<file path="src/pidts_pkg.sv">
`timescale 1ns / 1ps
// ----------------------------------------------------------------------------
// pidts_pkg
// Shared types and constants of the PID step block with term selection.
// ----------------------------------------------------------------------------
package pidts_pkg;

    localparam int GAIN_W    = 16;  // signed Q8.8 gains
    localparam int STEP_W    = 16;  // unsigned Q0.16 step time
    localparam int CHUNK_W   = 16;  // operand slice handled per multiplier pass
    localparam int MODE_W    = 3;
    localparam int CFG_IDX_W = 2;
    localparam int OUT_W     = 32;
    localparam int FRAC_SH   = 16;  // scale of dt and of the derivative numerator
    localparam int OUT_SH    = 8;   // gain fraction bits

    typedef enum logic [CFG_IDX_W-1:0] {
        REG_TERM_MODE  = 2'd0,
        REG_PROP_GAIN  = 2'd1,
        REG_INTEG_GAIN = 2'd2,
        REG_DERIV_GAIN = 2'd3
    } t_cfg_reg;

    localparam logic [MODE_W-1:0] MODE_P   = 3'd0;
    localparam logic [MODE_W-1:0] MODE_I   = 3'd1;
    localparam logic [MODE_W-1:0] MODE_D   = 3'd2;
    localparam logic [MODE_W-1:0] MODE_PI  = 3'd3;
    localparam logic [MODE_W-1:0] MODE_ID  = 3'd4;
    localparam logic [MODE_W-1:0] MODE_PD  = 3'd5;
    localparam logic [MODE_W-1:0] MODE_PID = 3'd6;

    typedef struct packed {
        logic p;
        logic i;
        logic d;
    } t_term_sel;

    typedef enum logic [2:0] {
        S_IDLE,
        S_PROD,
        S_INTEG,
        S_IMUL,
        S_PMUL,
        S_DWAIT,
        S_DMUL,
        S_DONE
    } t_state;

    function automatic t_term_sel term_select(input logic [MODE_W-1:0] mode);
        t_term_sel sel;
        unique case (mode)
            MODE_P:  sel = '{p: 1'b1, i: 1'b0, d: 1'b0};
            MODE_I:  sel = '{p: 1'b0, i: 1'b1, d: 1'b0};
            MODE_D:  sel = '{p: 1'b0, i: 1'b0, d: 1'b1};
            MODE_PI: sel = '{p: 1'b1, i: 1'b1, d: 1'b0};
            MODE_ID: sel = '{p: 1'b0, i: 1'b1, d: 1'b1};
            MODE_PD: sel = '{p: 1'b1, i: 1'b0, d: 1'b1};
            default: sel = '{p: 1'b1, i: 1'b1, d: 1'b1};
        endcase
        return sel;
    endfunction

endpackage

</file>
<file path="src/pid_step_with_term_select.sv">
`timescale 1ns / 1ps
// ----------------------------------------------------------------------------
// pid_step_with_term_select
// Fixed-point PID step: integral with saturation, derivative by serial
// division, gain-weighted sum with mode-selected terms, saturated output.
// ----------------------------------------------------------------------------
//  Channel  Direction  Handshake                 Payload
//  in       input      i_in_valid / o_in_ready   target, measured, step time
//  out      output     o_out_valid / i_out_ready drive, zero-step, saturated
//  cfg      input      i_cfg_valid / o_cfg_ready register index, write data
//
//  A new item is taken only after the last one has been written to the output
//  register and the sequencer is back in idle. The serial divider for the
//  derivative (SAMPLE_WIDTH + 17 quotient bits) sets the pace, and the shared
//  17 x 17 multiplier works through its slices while it runs.
//  The input side is ready only when the sequencer is idle. A finished result
//  sits in the output register, so the next item may be taken while it waits.
//  Synchronous reset clears state, integral, last error, config and handshake.
// ----------------------------------------------------------------------------
module pid_step_with_term_select
    import pidts_pkg::*;
#(
    parameter int SAMPLE_WIDTH = 16,
    parameter int ACC_WIDTH    = 48
) (
    input  logic                           i_clk,
    input  logic                           i_rst_n,
    input  logic                           i_in_valid,
    output logic                           o_in_ready,
    input  logic signed [SAMPLE_WIDTH-1:0] i_target_value,
    input  logic signed [SAMPLE_WIDTH-1:0] i_measured_value,
    input  logic        [STEP_W-1:0]       i_step_time,
    output logic                           o_out_valid,
    input  logic                           i_out_ready,
    output logic signed [OUT_W-1:0]        o_drive_value,
    output logic                           o_zero_step_flag,
    output logic                           o_saturated_flag,
    input  logic                           i_cfg_valid,
    output logic                           o_cfg_ready,
    input  logic        [CFG_IDX_W-1:0]    i_cfg_index,
    input  logic        [GAIN_W-1:0]       i_cfg_data
);

    localparam int ERR_W   = SAMPLE_WIDTH + 1;
    localparam int DIFF_W  = SAMPLE_WIDTH + 2;
    localparam int DER_W   = DIFF_W + FRAC_SH;
    localparam int PROD_W  = ERR_W + STEP_W + 1;
    localparam int SUM_W   = ((ACC_WIDTH > PROD_W) ? ACC_WIDTH : PROD_W) + 1;
    localparam int N_ERR   = (ERR_W + CHUNK_W - 1) / CHUNK_W;
    localparam int N_ACC   = (ACC_WIDTH + CHUNK_W - 1) / CHUNK_W;
    localparam int N_DER   = (DER_W + CHUNK_W - 1) / CHUNK_W;
    localparam int N_MAX0  = (N_ERR > N_ACC) ? N_ERR : N_ACC;
    localparam int N_MAX   = (N_MAX0 > N_DER) ? N_MAX0 : N_DER;
    localparam int OP_W    = CHUNK_W * N_MAX;
    localparam int CNT_W   = $clog2(N_MAX + 1);
    localparam int SH_W    = $clog2(FRAC_SH + CHUNK_W * N_MAX + 1);
    localparam int MUL_A_W = GAIN_W + 1;
    localparam int MUL_B_W = CHUNK_W + 1;
    localparam int MUL_P_W = MUL_A_W + MUL_B_W;
    localparam int T_I_W   = GAIN_W + ACC_WIDTH;
    localparam int T_D_W   = GAIN_W + DER_W + FRAC_SH;
    localparam int T_W     = ((T_I_W > T_D_W) ? T_I_W : T_D_W) + 2;
    localparam int OUT_LSB = FRAC_SH + OUT_SH;
    localparam int UP_W    = T_W - OUT_LSB - OUT_W + 1;

    localparam logic signed [SUM_W-1:0] SUM_MAX =
        {{(SUM_W - ACC_WIDTH + 1){1'b0}}, {(ACC_WIDTH - 1){1'b1}}};
    localparam logic signed [SUM_W-1:0] SUM_MIN =
        {{(SUM_W - ACC_WIDTH + 1){1'b1}}, {(ACC_WIDTH - 1){1'b0}}};
    localparam logic signed [OUT_W-1:0] DRV_MAX = {1'b0, {(OUT_W - 1){1'b1}}};
    localparam logic signed [OUT_W-1:0] DRV_MIN = {1'b1, {(OUT_W - 1){1'b0}}};

    // Configuration registers
    logic        [MODE_W-1:0]  r_mode;
    logic signed [GAIN_W-1:0]  r_kp;
    logic signed [GAIN_W-1:0]  r_ki;
    logic signed [GAIN_W-1:0]  r_kd;

    // Controller state and sequencer
    t_state                    r_state,     n_state;
    logic signed [ACC_WIDTH-1:0] r_es,      n_es;
    logic signed [ERR_W-1:0]   r_last_err,  n_last_err;
    logic signed [ERR_W-1:0]   r_err,       n_err;
    logic        [STEP_W-1:0]  r_dt,        n_dt;
    t_term_sel                 r_sel,       n_sel;
    logic                      r_sat,       n_sat;

    // Shared multiplier datapath
    logic signed [OP_W-1:0]    r_op,        n_op;
    logic signed [MUL_A_W-1:0] r_mul_a,     n_mul_a;
    logic        [CNT_W-1:0]   r_chunk,     n_chunk;
    logic        [CNT_W-1:0]   r_last_chunk, n_last_chunk;
    logic        [SH_W-1:0]    r_shamt,     n_shamt;
    logic signed [MUL_P_W-1:0] r_prod;
    logic        [SH_W-1:0]    r_pshamt;
    logic                      r_pvld,      n_pvld;
    logic signed [T_W-1:0]     r_acc,       n_acc;

    // Output register
    logic                      r_out_valid, n_out_valid;
    logic signed [OUT_W-1:0]   r_drive,     n_drive;
    logic                      r_zflag,     n_zflag;
    logic                      r_sflag,     n_sflag;

    logic signed [ERR_W-1:0]   err_now;
    logic signed [DIFF_W-1:0]  diff_now;
    logic signed [MUL_B_W-1:0] chunk_b;
    logic signed [MUL_P_W-1:0] mul_p;
    logic signed [T_W-1:0]     prod_ext;
    logic signed [T_W-1:0]     prod_sh;
    logic signed [PROD_W-1:0]  integ_prod;
    logic signed [SUM_W-1:0]   integ_sum;
    logic        [UP_W-1:0]    drv_upper;
    logic                      drv_ovf;
    logic                      div_start;
    logic                      div_busy;
    logic signed [DER_W-1:0]   div_quot;

    assign err_now  = ERR_W'(i_target_value) - ERR_W'(i_measured_value);
    assign diff_now = DIFF_W'(err_now) - DIFF_W'(r_last_err);

    pidts_div #(
        .DIFF_W (DIFF_W),
        .DEN_W  (STEP_W),
        .SHIFT  (FRAC_SH)
    ) u_div (
        .i_clk   (i_clk),
        .i_rst_n (i_rst_n),
        .i_start (div_start),
        .i_diff  (diff_now),
        .i_den   (i_step_time),
        .o_busy  (div_busy),
        .o_quot  (div_quot)
    );

    // The top slice of an operand carries its sign; lower slices are unsigned.
    assign chunk_b = (r_chunk == r_last_chunk) ?
                     {r_op[CHUNK_W-1], r_op[CHUNK_W-1:0]} :
                     {1'b0, r_op[CHUNK_W-1:0]};
    assign mul_p   = r_mul_a * chunk_b;
    assign prod_ext = T_W'(r_prod);
    assign prod_sh  = prod_ext <<< r_pshamt;

    assign integ_prod = r_acc[PROD_W-1:0];
    assign integ_sum  = SUM_W'(r_es) + SUM_W'(integ_prod);

    // The accumulator holds the total scaled by 2^(FRAC_SH + OUT_SH).
    assign drv_upper = r_acc[T_W-1:OUT_LSB+OUT_W-1];
    assign drv_ovf   = !((&drv_upper) || (~|drv_upper));

    always_comb begin
        n_state      = r_state;
        n_es         = r_es;
        n_last_err   = r_last_err;
        n_err        = r_err;
        n_dt         = r_dt;
        n_sel        = r_sel;
        n_sat        = r_sat;
        n_op         = r_op;
        n_mul_a      = r_mul_a;
        n_chunk      = r_chunk;
        n_last_chunk = r_last_chunk;
        n_shamt      = r_shamt;
        n_pvld       = 1'b0;
        n_acc        = r_pvld ? (r_acc + prod_sh) : r_acc;
        n_out_valid  = r_out_valid && !i_out_ready;
        n_drive      = r_drive;
        n_zflag      = r_zflag;
        n_sflag      = r_sflag;
        div_start    = 1'b0;

        unique case (r_state)
            S_IDLE: begin
                if (i_in_valid) begin
                    div_start    = 1'b1;
                    n_err        = err_now;
                    n_last_err   = err_now;
                    n_dt         = i_step_time;
                    n_sel        = term_select(r_mode);
                    n_sat        = 1'b0;
                    n_acc        = '0;
                    n_op         = OP_W'(err_now);
                    n_mul_a      = {1'b0, i_step_time};
                    n_chunk      = '0;
                    n_last_chunk = CNT_W'(N_ERR - 1);
                    n_shamt      = '0;
                    n_state      = S_PROD;
                end
            end
            S_PROD, S_IMUL, S_PMUL, S_DMUL: begin
                n_pvld  = 1'b1;
                n_op    = r_op >>> CHUNK_W;
                n_chunk = r_chunk + 1'b1;
                n_shamt = r_shamt + SH_W'(CHUNK_W);
                if (r_chunk == r_last_chunk) begin
                    priority if (r_state == S_PROD) begin
                        n_state = S_INTEG;
                    end else if (r_state == S_IMUL) begin
                        n_op         = OP_W'(r_err);
                        n_mul_a      = r_sel.p ? MUL_A_W'(r_kp) : '0;
                        n_chunk      = '0;
                        n_last_chunk = CNT_W'(N_ERR - 1);
                        n_shamt      = SH_W'(FRAC_SH);
                        n_state      = S_PMUL;
                    end else if (r_state == S_PMUL) begin
                        n_state = S_DWAIT;
                    end else begin
                        n_state = S_DONE;
                    end
                end
            end
            S_INTEG: begin
                // Wait for the last error * dt slice to land in the accumulator.
                if (!r_pvld) begin
                    if (integ_sum > SUM_MAX) begin
                        n_es  = SUM_MAX[ACC_WIDTH-1:0];
                        n_sat = 1'b1;
                    end else if (integ_sum < SUM_MIN) begin
                        n_es  = SUM_MIN[ACC_WIDTH-1:0];
                        n_sat = 1'b1;
                    end else begin
                        n_es  = integ_sum[ACC_WIDTH-1:0];
                    end
                    n_acc        = '0;
                    n_op         = OP_W'(n_es);
                    n_mul_a      = r_sel.i ? MUL_A_W'(r_ki) : '0;
                    n_chunk      = '0;
                    n_last_chunk = CNT_W'(N_ACC - 1);
                    n_shamt      = '0;
                    n_state      = S_IMUL;
                end
            end
            S_DWAIT: begin
                if (!div_busy) begin
                    n_op         = OP_W'(div_quot);
                    n_mul_a      = r_sel.d ? MUL_A_W'(r_kd) : '0;
                    n_chunk      = '0;
                    n_last_chunk = CNT_W'(N_DER - 1);
                    n_shamt      = SH_W'(FRAC_SH);
                    n_state      = S_DMUL;
                end
            end
            S_DONE: begin
                if (!r_pvld && (!r_out_valid || i_out_ready)) begin
                    n_out_valid = 1'b1;
                    n_zflag     = (r_dt == '0);
                    n_sflag     = r_sat || drv_ovf;
                    if (drv_ovf) begin
                        n_drive = r_acc[T_W-1] ? DRV_MIN : DRV_MAX;
                    end else begin
                        n_drive = r_acc[OUT_LSB+OUT_W-1:OUT_LSB];
                    end
                    n_state = S_IDLE;
                end
            end
        endcase
    end

    always_ff @(posedge i_clk) begin
        if (!i_rst_n) begin
            r_state     <= S_IDLE;
            r_es        <= '0;
            r_last_err  <= '0;
            r_pvld      <= 1'b0;
            r_out_valid <= 1'b0;
        end else begin
            r_state     <= n_state;
            r_es        <= n_es;
            r_last_err  <= n_last_err;
            r_pvld      <= n_pvld;
            r_out_valid <= n_out_valid;
        end
    end

    always_ff @(posedge i_clk) begin
        r_err        <= n_err;
        r_dt         <= n_dt;
        r_sel        <= n_sel;
        r_sat        <= n_sat;
        r_op         <= n_op;
        r_mul_a      <= n_mul_a;
        r_chunk      <= n_chunk;
        r_last_chunk <= n_last_chunk;
        r_shamt      <= n_shamt;
        r_prod       <= mul_p;
        r_pshamt     <= r_shamt;
        r_acc        <= n_acc;
        r_drive      <= n_drive;
        r_zflag      <= n_zflag;
        r_sflag      <= n_sflag;
    end

    always_ff @(posedge i_clk) begin
        if (!i_rst_n) begin
            r_mode <= MODE_PID;
            r_kp   <= '0;
            r_ki   <= '0;
            r_kd   <= '0;
        end else if (i_cfg_valid) begin
            unique case (t_cfg_reg'(i_cfg_index))
                REG_TERM_MODE:  r_mode <= i_cfg_data[MODE_W-1:0];
                REG_PROP_GAIN:  r_kp   <= i_cfg_data;
                REG_INTEG_GAIN: r_ki   <= i_cfg_data;
                REG_DERIV_GAIN: r_kd   <= i_cfg_data;
            endcase
        end
    end

    assign o_in_ready       = (r_state == S_IDLE);
    assign o_cfg_ready      = 1'b1;
    assign o_out_valid      = r_out_valid;
    assign o_drive_value    = r_drive;
    assign o_zero_step_flag = r_zflag;
    assign o_saturated_flag = r_sflag;

endmodule

</file>
<file path="src/pidts_div.sv">
`timescale 1ns / 1ps
// ----------------------------------------------------------------------------
// pidts_div
// Serial restoring divider for the derivative: (diff * 2^SHIFT) / den,
// truncated toward zero, one quotient bit per cycle. A zero divisor gives 0.
// ----------------------------------------------------------------------------
module pidts_div #(
    parameter int DIFF_W = 18,
    parameter int DEN_W  = 16,
    parameter int SHIFT  = 16
) (
    input  logic                                  i_clk,
    input  logic                                  i_rst_n,
    input  logic                                  i_start,
    input  logic signed [DIFF_W-1:0]              i_diff,
    input  logic        [DEN_W-1:0]               i_den,
    output logic                                  o_busy,
    output logic signed [DIFF_W+SHIFT-1:0]        o_quot
);

    localparam int MAG_W = DIFF_W - 1 + SHIFT;
    localparam int CNT_W = $clog2(MAG_W + 1);

    logic                 r_busy;
    logic [CNT_W-1:0]     r_cnt;
    logic [DEN_W-1:0]     r_den;
    logic                 r_neg;
    logic                 r_zero;
    logic [DEN_W-1:0]     r_rem;
    logic [MAG_W-1:0]     r_quo;

    logic signed [DIFF_W-1:0] diff_abs;
    logic [MAG_W-1:0]         mag;
    logic [DEN_W:0]           rem_sh;
    logic [DEN_W+1:0]         trial;
    logic                     q_bit;
    logic signed [MAG_W:0]    quo_pos;

    // The magnitude of the difference always fits in DIFF_W-1 bits.
    assign diff_abs = i_diff[DIFF_W-1] ? -i_diff : i_diff;
    assign mag      = {diff_abs[DIFF_W-2:0], {SHIFT{1'b0}}};

    assign rem_sh = {r_rem, r_quo[MAG_W-1]};
    assign trial  = {1'b0, rem_sh} - {2'b00, r_den};
    assign q_bit  = ~trial[DEN_W+1];

    always_ff @(posedge i_clk) begin
        if (!i_rst_n) begin
            r_busy <= 1'b0;
            r_cnt  <= '0;
        end else if (i_start) begin
            r_busy <= 1'b1;
            r_cnt  <= CNT_W'(MAG_W);
        end else if (r_busy) begin
            r_cnt  <= r_cnt - 1'b1;
            r_busy <= (r_cnt != CNT_W'(1));
        end
    end

    always_ff @(posedge i_clk) begin
        if (i_start) begin
            r_den  <= i_den;
            r_neg  <= i_diff[DIFF_W-1];
            r_zero <= (i_den == '0);
            r_rem  <= '0;
            r_quo  <= mag;
        end else if (r_busy) begin
            r_rem  <= q_bit ? trial[DEN_W-1:0] : rem_sh[DEN_W-1:0];
            r_quo  <= {r_quo[MAG_W-2:0], q_bit};
        end
    end

    assign quo_pos = {1'b0, r_quo};
    assign o_busy  = r_busy;
    assign o_quot  = r_zero ? '0 : (r_neg ? -quo_pos : quo_pos);

endmodule
</file>
<file path="config.mk">
export PLATFORM = sky130hd
export DESIGN_NAME = pid_step_with_term_select
export DESIGN_NICKNAME = d
export VERILOG_FILES = /design/src/pidts_pkg.sv /design/src/pid_step_with_term_select.sv /design/src/pidts_div.sv
export SDC_FILE = /design/constraint.sdc
export NUM_CORES = 2
export LEC_CHECK = 0
export BUFFER_PORTS_ARGS = -buffer_cell sky130_fd_sc_hd__buf_2
export CORE_MARGIN = 1.5
export CORE_UTILIZATION = 53
export DETAILED_ROUTE_END_ITERATION = 8
export PLACE_DENSITY = 0.76
export SLEW_MARGIN = 5
export SYNTH_ARGS = -nofsm -noshare
export SYNTH_HDL_FRONTEND = slang
export SYNTH_SLANG_ARGS = --single-unit
</file>
<file path="constraint.sdc">
create_clock -name i_clk -period 8.1 [get_ports i_clk]
set_input_delay 1.215 -clock i_clk [delete_from_list [all_inputs] [get_ports i_clk]]
set_output_delay 1.215 -clock i_clk [all_outputs]
set_load 0.02 [all_outputs]
</file>
==> results.md <==
* Outcome: finished, final reports clean
* Global-route wire length before repair at 161 mm
* Core area at 70400 sq um
* Syn avg cell area at 8.73 sq um
* Synth top area cells: fa_1 (16%), dfxtp_1 (14%), edfxtp_1 (13%)
* Yosys top cell area share at 15.9%
* Clock Tree Root: clkbuf_16
* Largest net degree at the start of global routing at 93
* Post-CTS setup buffers at 0
* Die width at 270 um
* Critical Path Source Type: register
* Max Used Layer: met4
* Post-synth top flop: dfxtp_1
* Initial core utilization at 53.7%
* Top cell type by total area after synthesis: fa_1
* Vias per cell at 5.91
* Clk pin slew, worst setup/hold paths at 0.06 ns
* Gr ovfl total at 0
* FF-to-FF path depth at 26
* Final WL at 99.3 mm
* TritonCTS Buffers at 48
* DIE HEIGHT at 270 um
* Worst reg2reg startpoint: r_chunk[0]
* Antenna cells at 0
* Syn Inst Count at 4334
* Post-synth net total at 4963
* RSZ-0062 raised after global routing: no
* Clock latency on the worst-skew pair at 0.61 ns
* GRT Util Overall at 27.2%
* IO Count at 108
* Post-layout minimum cycle time at 7.42 ns
* Routed WL per cell at 18.8 um
* CP Capture Type: register
* Post-cts sizing count at 0
* Hold Startpoint: r_last_err[5]
* Setup TNS Final at 0 ns
* Via Count at 31212
* Hold Violations, Final at 0
* Setup crit start: r_chunk[0]
* Post-CTS Hold Fix Bufs at 0
* Rel. slew slack at 26.0%
* Final setup fails at 0
* Met3 wire len at 5.77 mm
* Worst-margin pin slew at 1.11 ns
* Row Count at 97
* Max Root-Sink Buffers at 3
* Detail Route Antenna Nets at 0
* Synth top cells by count: nand2_1 (486), inv_1 (445), a21oi_1 (328)
* Sequential fraction of the synthesis area at 26.9%
* Share of layout cells above drive strength 1 at 6.63%
* Yosys reg bits at 427
* Syn. warnings at 0
* Max-slew violations at 0
* Layout Skew at 0.0336 ns
* Min-delay worst type: reg2reg
* CTS tree: built
* Yosys cell types at 88
* Fin crit share at 91.5%
* CP Data Required Time at 8.60 ns
* Final Net Count at 4931
* Layout Area Growth over Synthesis at 7.63%
* Pre-antenna DRT Iters at 6
* H-tree levels at 2
* Iteration-0 DRC Markers at 2805
* HPWL Detailed at 74.8 mm
* Max Fanout on Critical Path at 5
* Data arrival, critical path at 7.91 ns
* M1 WL at 41.6 mm
* Max Clk Rate at 135 MHz
* Met2 routed WL at 47.2 mm
* Share of flip-flops with an asynchronous set or reset at 0%
* Clock Sink Count at 427
* Hold Crit Depth at 2
* Max cap viols at 0
* Post-synth EDFFs at 162
* Initial antenna violation count at 0
* Mapped Area at 37800 sq um
* Gp weighted congestion at 0.938
* Vias in the first global route at 30619
* Critical path type: reg2reg
* Die area at 73000 sq um
* Top-count cell post-synth: nand2_1
* Residual DRC at 0
* Port bufs at 106
## critical path, stage by stage, from the launching register on
cell,delay (ns)
edfxtp_1,0.45
xnor2_1,0.18
nand2_1,0.09
inv_1,0.08
nand2_1,0.14
or2_2,0.33
fa_1,0.51
fa_1,0.52
fa_1,0.52
fa_1,0.54
inv_1,0.06
fa_1,0.53
inv_1,0.05
fa_1,0.53
inv_1,0.04
ha_1,0.34
a21o_1,0.18
a21o_1,0.17
a21o_1,0.17
a211oi_1,0.24
o21a_1,0.15
o32ai_1,0.13
o41ai_1,0.36
o21ai_0,0.18
or4_1,0.43
and3_1,0.16
a211oi_1,0.23
## layout by cell type, fill, tap and decap left out, drive strengths merged, types with 52 or more instances in the layout
cell and instances:
a21boi 72, and2 177, a21o 113, xnor2 150, a21oi 329, ha 257
nor2 224, o21ai 280, buf 145, clkbuf 60, nand2 486, xor2 75
inv 449, dfxtp 265, fa 301, nand3 73, nor3 52, edfxtp 162
mux2i 58, o21a 57
## sequential cells by signal (all words and copies together) (netlist names), 6 cells and up
| register | count |
|---|---|
| r_kd | 16 |
| u_div.r_cnt | 6 |
| r_op | 48 |
| r_kp | 16 |
| r_prod | 34 |
| r_last_err | 17 |
| u_div.r_quo | 33 |
| r_err | 17 |
| r_mul_a | 17 |
| o_drive_value | 32 |
| u_div.r_rem | 16 |
| u_div.r_den | 16 |
| r_es | 48 |
| r_ki | 16 |
| r_acc | 68 |
## layer usage
layer	GRT usage [%]	vias to the layer above
met5	0	-
met4	12.3	0
met3	2.87	233
met2	45.4	1097
met1	35.5	15093
li1	-	14789
## area by class of cell
type                       instances  area (sq um)
timing repair buffer             145           826
inverter                         446          1670
multi-input combinational       3234         25200
fill                            6207         29700
clock inverter                    29           388
sequential                       427         10200
tap                              940          1180
clock buffer                      60          1310
## final timing paths
check	to	slack [ns]
max	r_prod[33]	0.68
min reg2reg	r_last_err[5]	0.46
max reg2reg	r_prod[33]	0.68
min	r_last_err[5]	0.46
## logic make-up after synthesis
logic type	after synthesis	share of synthesized area, %
muxes	69	1.87
xor gates and xnor gates	225	5.21
DFF	427	26.9
AOI/OAI and AO/OA	1142	19.2
buffers and inverters	673	6.73
and+or+nand+nor	1239	15.6
adders and majority gates	558	24.4
other	1	0.00991
## through the flow
step	utilization [%]	area, sq um	instances	hold slack (ns)	setup WS (ns)
floorplan	-	37800	4334	0.352	1.24
global placement	55.4	39000	5192	0.443	0.844
detailed placement	55.4	39000	5192	0.438	0.786
CTS	57.8	40700	5281	0.448	0.710
global route	57.8	40700	5281	0.465	0.268
finish	57.8	40700	5281	0.460	0.685
Power is not shown: default switching activity piles up to over one toggle a cycle in this logic, so the estimate is an artifact.
